$ cat config.mk
export PLATFORM = sky130hd
export DESIGN_NAME = min_priority_queue_linear_scan_top
export DESIGN_NICKNAME = d
export VERILOG_FILES = /design/src/rtl/core/mpq_pkg.sv /design/src/rtl/core/mpq_ram.sv /design/src/rtl/core/mpq_seq.sv /design/src/rtl/core/min_priority_queue_linear_scan_top.sv
export SDC_FILE = /design/constraint.sdc
export NUM_CORES = 1
export LEC_CHECK = 0
export BUFFER_PORTS_ARGS = -buffer_cell sky130_fd_sc_hd__buf_4
export CAP_MARGIN = 10
export CORE_UTILIZATION = 35
export CTS_CLUSTER_DIAMETER = 120
export DETAILED_ROUTE_END_ITERATION = 10
export GPL_TIMING_DRIVEN = 0
export SKIP_CTS_REPAIR_TIMING = 1
export SYNTH_ARGS = -nofsm -noshare
export SYNTH_HDL_FRONTEND = slang
export SYNTH_HIERARCHICAL = 1
export SYNTH_SLANG_ARGS = --single-unit
$ cat constraint.sdc
create_clock -name clk -period 13.8 [get_ports clk]
set_input_delay 0 -clock clk [delete_from_list [all_inputs] [get_ports clk]]
set_output_delay 0 -clock clk [all_outputs]
set_load 0.02 [all_outputs]
$ cat src/rtl/core/mpq_pkg.sv
// ----------------------------------------------------------------------------
// mpq_pkg
// Types, codes and the microcode table of the linear-scan min-priority queue.
// ----------------------------------------------------------------------------
package mpq_pkg;

  localparam int DATA_W  = 32;
  localparam int COUNT_W = 5;

  localparam logic OP_ENQ = 1'b0;
  localparam logic OP_DEQ = 1'b1;

  typedef enum logic [1:0] {
    ST_ENQ   = 2'd0,
    ST_DEQ   = 2'd1,
    ST_EMPTY = 2'd2,
    ST_FULL  = 2'd3
  } status_t;

  typedef enum logic [3:0] {
    S_WAIT       = 4'd0,
    S_DISP       = 4'd1,
    S_DCHK       = 4'd2,
    S_SCAN       = 4'd3,
    S_SCEND      = 4'd4,
    S_SHINIT     = 4'd5,
    S_SHIFT      = 4'd6,
    S_SHEND      = 4'd7,
    S_DEQ        = 4'd8,
    S_ENQ        = 4'd9,
    S_ENQW       = 4'd10,
    S_FULL       = 4'd11,
    S_EMPTY      = 4'd12,
    S_EMIT       = 4'd13,
    S_EMIT_RETRY = 4'd14
  } step_t;

  typedef enum logic [2:0] {
    C_ALWAYS,
    C_IDLE,
    C_ENQ,
    C_EMPTY,
    C_MORE,
    C_NO_SHIFT,
    C_FULL,
    C_OUT_FREE
  } cond_t;

  typedef enum logic [2:0] {
    R_NONE,
    R_ENQ,
    R_DEQ,
    R_EMPTY,
    R_FULL
  } res_t;

  typedef struct packed {
    cond_t cond;
    step_t target;
    logic  ld_in;
    logic  clr_idx;
    logic  ld_shift;
    logic  rd;
    logic  cmp;
    logic  mov;
    res_t  res;
    logic  emit;
  } ctl_t;

  typedef struct packed {
    logic take;
    logic enq;
    logic empty;
    logic more;
    logic no_shift;
    logic full;
    logic out_free;
  } flags_t;

  function automatic ctl_t ucode(step_t s);
    ctl_t c;
    c = '{cond: C_ALWAYS, target: S_WAIT, ld_in: 1'b0, clr_idx: 1'b0, ld_shift: 1'b0,
          rd: 1'b0, cmp: 1'b0, mov: 1'b0, res: R_NONE, emit: 1'b0};
    case (s)
      S_WAIT: begin
        c.cond   = C_IDLE;
        c.target = S_WAIT;
        c.ld_in  = 1'b1;
      end
      S_DISP: begin
        c.cond    = C_ENQ;
        c.target  = S_ENQ;
        c.clr_idx = 1'b1;
      end
      S_DCHK: begin
        c.cond   = C_EMPTY;
        c.target = S_EMPTY;
      end
      S_SCAN: begin
        c.cond   = C_MORE;
        c.target = S_SCAN;
        c.rd     = 1'b1;
        c.cmp    = 1'b1;
      end
      S_SCEND: begin
        c.cond   = C_ALWAYS;
        c.target = S_SHINIT;
        c.cmp    = 1'b1;
      end
      S_SHINIT: begin
        c.cond     = C_NO_SHIFT;
        c.target   = S_DEQ;
        c.ld_shift = 1'b1;
      end
      S_SHIFT: begin
        c.cond   = C_MORE;
        c.target = S_SHIFT;
        c.rd     = 1'b1;
        c.mov    = 1'b1;
      end
      S_SHEND: begin
        c.cond   = C_ALWAYS;
        c.target = S_DEQ;
        c.mov    = 1'b1;
      end
      S_DEQ: begin
        c.cond   = C_ALWAYS;
        c.target = S_EMIT;
        c.res    = R_DEQ;
      end
      S_ENQ: begin
        c.cond   = C_FULL;
        c.target = S_FULL;
      end
      S_ENQW: begin
        c.cond   = C_ALWAYS;
        c.target = S_EMIT;
        c.res    = R_ENQ;
      end
      S_FULL: begin
        c.cond   = C_ALWAYS;
        c.target = S_EMIT;
        c.res    = R_FULL;
      end
      S_EMPTY: begin
        c.cond   = C_ALWAYS;
        c.target = S_EMIT;
        c.res    = R_EMPTY;
      end
      S_EMIT: begin
        c.cond   = C_OUT_FREE;
        c.target = S_WAIT;
        c.emit   = 1'b1;
      end
      S_EMIT_RETRY: begin
        c.cond   = C_ALWAYS;
        c.target = S_EMIT;
      end
      default: begin
        c.cond   = C_ALWAYS;
        c.target = S_WAIT;
      end
    endcase
    return c;
  endfunction

endpackage

$ cat src/rtl/core/mpq_ram.sv
// ----------------------------------------------------------------------------
// mpq_ram
// Generic single-write, single-read RAM with registered read data.
// ----------------------------------------------------------------------------
module mpq_ram #(
  parameter int WIDTH = 32,
  parameter int DEPTH = 16
) (
  input  logic                     clk,
  input  logic                     we,
  input  logic [$clog2(DEPTH)-1:0] waddr,
  input  logic [WIDTH-1:0]         wdata,
  input  logic [$clog2(DEPTH)-1:0] raddr,
  output logic [WIDTH-1:0]         rdata
);

  logic [WIDTH-1:0] mem [DEPTH];

  always_ff @(posedge clk) begin
    if (we) begin
      mem[waddr] <= wdata;
    end
    rdata <= mem[raddr];
  end

endmodule

$ cat src/rtl/core/mpq_seq.sv
// ----------------------------------------------------------------------------
// mpq_seq
// Microprogram sequencer: step counter, control ROM and conditional jumps.
// ----------------------------------------------------------------------------
module mpq_seq
  import mpq_pkg::*;
(
  input  logic   clk,
  input  logic   rst,
  input  flags_t flags,
  output ctl_t   ctl
);

  step_t upc;
  step_t upc_next;
  logic  hit;

  assign ctl = ucode(upc);

  always_comb begin
    case (ctl.cond)
      C_ALWAYS:   hit = 1'b1;
      C_IDLE:     hit = !flags.take;
      C_ENQ:      hit = flags.enq;
      C_EMPTY:    hit = flags.empty;
      C_MORE:     hit = flags.more;
      C_NO_SHIFT: hit = flags.no_shift;
      C_FULL:     hit = flags.full;
      C_OUT_FREE: hit = flags.out_free;
      default:    hit = 1'b1;
    endcase
    upc_next = hit ? ctl.target : step_t'(upc + 4'd1);
  end

  always_ff @(posedge clk) begin
    if (rst) begin
      upc <= S_WAIT;
    end else begin
      upc <= upc_next;
    end
  end

endmodule

$ cat src/rtl/core/min_priority_queue_linear_scan_top.sv
// ----------------------------------------------------------------------------
// min_priority_queue_linear_scan_top
// Min-priority queue over an unsorted array in arrival order.
// Dequeue scans all n entries, then moves the entries after the minimum down
//   one place (no shift if it is last); both passes use the one RAM read port.
// One item in flight; the next input transfer is taken after the result is loaded.
// Synchronous reset empties the queue; entry storage is not cleared.
// ----------------------------------------------------------------------------
module min_priority_queue_linear_scan_top
  import mpq_pkg::*;
#(
  parameter int CAPACITY = 16
) (
  input  logic                     clk,
  input  logic                     rst,
  input  logic                     in_valid,
  output logic                     in_stall,
  input  logic                     op,
  input  logic signed [DATA_W-1:0] value,
  output logic                     out_valid,
  input  logic                     out_stall,
  output status_t                  status,
  output logic signed [DATA_W-1:0] value_res,
  output logic [COUNT_W-1:0]       count
);

  localparam int AW = $clog2(CAPACITY);
  localparam int CW = $clog2(CAPACITY + 1);

  ctl_t   ctl;
  flags_t flags;

  logic                     op_r;
  logic [DATA_W-1:0]        val_r;
  logic [CW-1:0]            cnt;
  logic [CW-1:0]            idx;
  logic                     pend;
  logic [AW-1:0]            pidx;
  logic [AW-1:0]            bidx;
  logic signed [DATA_W-1:0] best;
  status_t                  res_status;
  logic signed [DATA_W-1:0] res_value;

  logic              we;
  logic [AW-1:0]     waddr;
  logic [DATA_W-1:0] wdata;
  logic [DATA_W-1:0] rdata;
  logic              out_free;
  logic              take_min;

  mpq_seq u_seq (
    .clk   (clk),
    .rst   (rst),
    .flags (flags),
    .ctl   (ctl)
  );

  mpq_ram #(
    .WIDTH (DATA_W),
    .DEPTH (CAPACITY)
  ) u_ram (
    .clk   (clk),
    .we    (we),
    .waddr (waddr),
    .wdata (wdata),
    .raddr (idx[AW-1:0]),
    .rdata (rdata)
  );

  assign in_stall = !ctl.ld_in || rst;
  assign out_free = !out_valid || !out_stall;
  assign take_min = ctl.cmp && pend && ((pidx == '0) || ($signed(rdata) < best));

  always_comb begin
    flags.take     = in_valid;
    flags.enq      = (op_r == OP_ENQ);
    flags.empty    = (cnt == '0);
    flags.more     = ((idx + CW'(1)) < cnt);
    flags.no_shift = ((CW'(bidx) + CW'(1)) >= cnt);
    flags.full     = (cnt >= CW'(CAPACITY));
    flags.out_free = out_free;
  end

  always_comb begin
    we    = 1'b0;
    waddr = cnt[AW-1:0];
    wdata = val_r;
    if (ctl.mov && pend) begin
      we    = 1'b1;
      waddr = pidx - AW'(1);
      wdata = rdata;
    end else if (ctl.res == R_ENQ) begin
      we = 1'b1;
    end
  end

  // datapath payload
  always_ff @(posedge clk) begin
    if (ctl.ld_in && in_valid) begin
      op_r  <= op;
      val_r <= value;
    end
    if (ctl.clr_idx) begin
      idx <= '0;
    end else if (ctl.ld_shift) begin
      idx <= CW'(bidx) + CW'(1);
    end else if (ctl.rd) begin
      idx <= idx + CW'(1);
    end
    pidx <= idx[AW-1:0];
    if (take_min) begin
      best <= $signed(rdata);
      bidx <= pidx;
    end
    case (ctl.res)
      R_ENQ: begin
        res_status <= ST_ENQ;
        res_value  <= '0;
      end
      R_DEQ: begin
        res_status <= ST_DEQ;
        res_value  <= best;
      end
      R_EMPTY: begin
        res_status <= ST_EMPTY;
        res_value  <= '0;
      end
      R_FULL: begin
        res_status <= ST_FULL;
        res_value  <= '0;
      end
      default: begin
      end
    endcase
    if (ctl.emit && out_free) begin
      status    <= res_status;
      value_res <= res_value;
      count     <= COUNT_W'(cnt);
    end
  end

  // control state
  always_ff @(posedge clk) begin
    if (rst) begin
      cnt       <= '0;
      pend      <= 1'b0;
      out_valid <= 1'b0;
    end else begin
      pend <= ctl.rd;
      if (ctl.res == R_ENQ) begin
        cnt <= cnt + CW'(1);
      end else if (ctl.res == R_DEQ) begin
        cnt <= cnt - CW'(1);
      end
      if (ctl.emit && out_free) begin
        out_valid <= 1'b1;
      end else if (!out_stall) begin
        out_valid <= 1'b0;
      end
    end
  end

endmodule

==> out/qor.txt <==
Port Buffers -> 77
Final ANT Viol Nets -> 0
FF-to-FF End -> u_ram/mem[0][8]
Setup crit end -> u_ram/mem[0][8]
Post-Syn Nets -> 1471
Die width -> 281 um
HP Class -> in -> reg
Worst setup margin -> 9.14 ns
Period utilisation layout -> 0.337
Critical Path Sink Type -> flop
Post-Syn Area -> 0.0272 mm2
RePlAce Congestion -> 0.785
Least-Margin Pin Slew -> 1.08 ns
Max-cap violations -> 0
Vias in the first global route -> 13.7k
DR WL/cell -> 22.1 um
DRT Pass-1 Iters -> 5
Clock Tree Buf Depth -> 3
Clock slew at reported path FFs -> 0.06 ns
Final core occ -> 0.426
Overall routing resource usage -> 0.155
Initial Util -> 0.356
Yosys warns -> 6
Primary FF master, synth -> edfxtp_1
Placed insts -> 2520
First-pass GRT wire length -> 89.2 mm
Syn avg cell area -> 19.7 um2
Die Area -> 0.0788 mm2
Setup TNS -> 0 ns
CTS Root Cell -> clkbuf_16
Worst skew pair latency -> 0.61 ns
Worst endpoint required time -> 14.11 ns
Crit-path max FO -> 10
Worst Setup SP -> u_seq/upc[3]
DP HPWL -> 39.7 mm
Std-Cell Rows -> 101
Num CTS Buffers -> 76
Post-layout min period -> 4.66 ns
Mean number of vias per cell -> 5.02
R2r worst-path depth -> 12
CTS tree -> yes
Die height -> 281 um
Setup Crit Path Kind -> reg -> reg
Pleak -> 10.7 nW
Peak VDD IR -> 102 uV
Setup crit start kind -> flop
Register area share after synthesis -> 0.761
Setup violations, final -> 0
P&R area growth vs syn -> 19.9%
Netlist cell types -> 55
DP Worst Slack -> 9.17 ns
Ys async rst share -> 0
Fin. Hold Viols -> 0
RR Startpoint -> u_seq/upc[3]
Total number of vias -> 13.5k
Initial detailed-routing violation count -> 1327
Antenna cells -> 0
DRC viols -> 0
Largest net degree at the start of global routing -> 40
Power Dens Cells -> 182 mW/mm2
Clock Sinks -> 706
Run status -> finished clean
Worst Skew -> 0.0218 ns
Core footprint -> 0.0765 mm2
Slew HR -> 0.272
Initial antenna violation count -> 0
Post-Route WL -> 59.7 mm
RSZ-0062 raised after global routing -> false
Total gr overflow -> 0
Nets@finish -> 1692
Post-Layout Cell Count -> 2697
EDFF count, synth -> 654
Fmax -> 215 MHz
Critical Path AT -> 4.97 ns
Flop-to-flop setup slack -> 9.14 ns
Layout cells sized above 1 -> 0.263
Cells after synthesis -> 1382
Yosys reg bits -> 706
Max-slew violation count -> 0
H-tree depth -> 3
Io pins -> 78
[worst min-delay path by stage]
| stage | startpoint | end | slack [ns] | cells after the start |
|---|---|---|---|---|
| final | in_valid | u_seq/upc[1] | 0.05 | 4 |
| after CTS | value[2] | val_r[2] | -0.48 | 1 |
| after floorplan | rst | cnt[4] | 0.07 | 1 |
| after detailed placement | value[2] | val_r[2] | 0.18 | 1 |
| after global placement | value[28] | val_r[28] | 0.18 | 1 |
| after global routing | in_valid | u_seq/upc[1] | 0.06 | 4 |
[cells by family (layout without fill, tap and decap cells)]
logic type	after synthesis	after routing	synth area share
buf+inv	108	393	0.0172
xor+xnor	17	17	0.00548
flops	706	706	0.761
compound gates	130	130	0.0333
fa+ha+maj	52	52	0.0242
simple gates	197	197	0.0347
mux	172	172	0.124
[synthesized netlist by cell type (all sizes together), types with 32 or more instances]
cell type  number  area [um2]
nand2          62         233
nor3           38         190
inv            47         176
mux4          129        2910
buf            32         183
edfxtp        654       19600
mux2           34         387
a22oi          64         480
ha             51         638
nor2           41         156
dfxtp          52        1040
[placed cells by master, fill, tap and decap left out, drive strengths merged, types with 2 or more instances in the layout]
cell type and count:
dfxtp 52, nand2b 11, nand2 62, ha 51
mux4 129, a22oi 64, a211oi 5, nand4 8
nor3 38, a21o 5, nor2 41, a2111oi 2
nand3b 2, bufinv 7, nor2b 7, a21oi 29
o211ai 2, edfxtp 654, dlygate4sd3 35, buf 140
o32a 2, o21ai 16, nor4 2, or2 2
and3 3, xnor2 9, mux2 34, nor3b 2
clkbuf 138, nand3 8, inv 51, clkinv 22
xor2 8, and2 8, mux2i 9
[routing by layer]
layer  track usage  share of wire
met4        0.0399          0.021
met2         0.251           0.49
met5             0              0
met1         0.216           0.44
met3        0.0291          0.059
[area by class of cell]
class / count / area, um2
clock inverter: 33 / 379
timing repair buffer: 143 / 1400
multi-input combinational: 568 / 6160
inverter: 47 / 176
buffer: 61 / 292
clock buffer: 109 / 2210
sequential: 706 / 20700
tap: 1030 / 1290
fill: 6688 / 43900
[per-stage QoR]
step | area, um2 | total power (W) | hold WS [ns]
finish | 32600 | 0.00592 | 0.0466
detailed placement | 29600 | 0.00390 | 0.180
floorplan | 27200 | 0.00349 | 0.0691
global route | 32600 | 0.00618 | 0.0581
global placement | 29100 | 0.00385 | 0.180
CTS | 32200 | 0.00598 | -0.478
[where the power goes]
group          switching, W  internal, W  leakage, nW
clock              0.000819      0.00125         1.28
combinational      0.000610     0.000449         3.06
sequential         0.000157      0.00263         6.33
total               0.00159      0.00433         10.7
[critical path: stages, from the launching register on]
cell and delay (ns):
dfxtp_1 0.31, clkbuf_1 0.36, clkbuf_1 0.37, a21boi_1 0.38
nand2b_1 0.15, nor2_1 0.43, buf_2 0.31, inv_1 0.17
nand2_1 0.18, or3b_2 0.59, nor3_2 0.67, buf_6 0.25
buf_6 0.19
[registers in the layout, indices dropped and copies added, names as in the netlist, 5 cells and up]
signal	cells
best	32
cnt	5
count	5
idx	5
res_value	32
u_ram/mem	512
u_ram/rdata	32
val_r	32
value_res	32
Note: power is estimated with default switching activity, not from simulation.
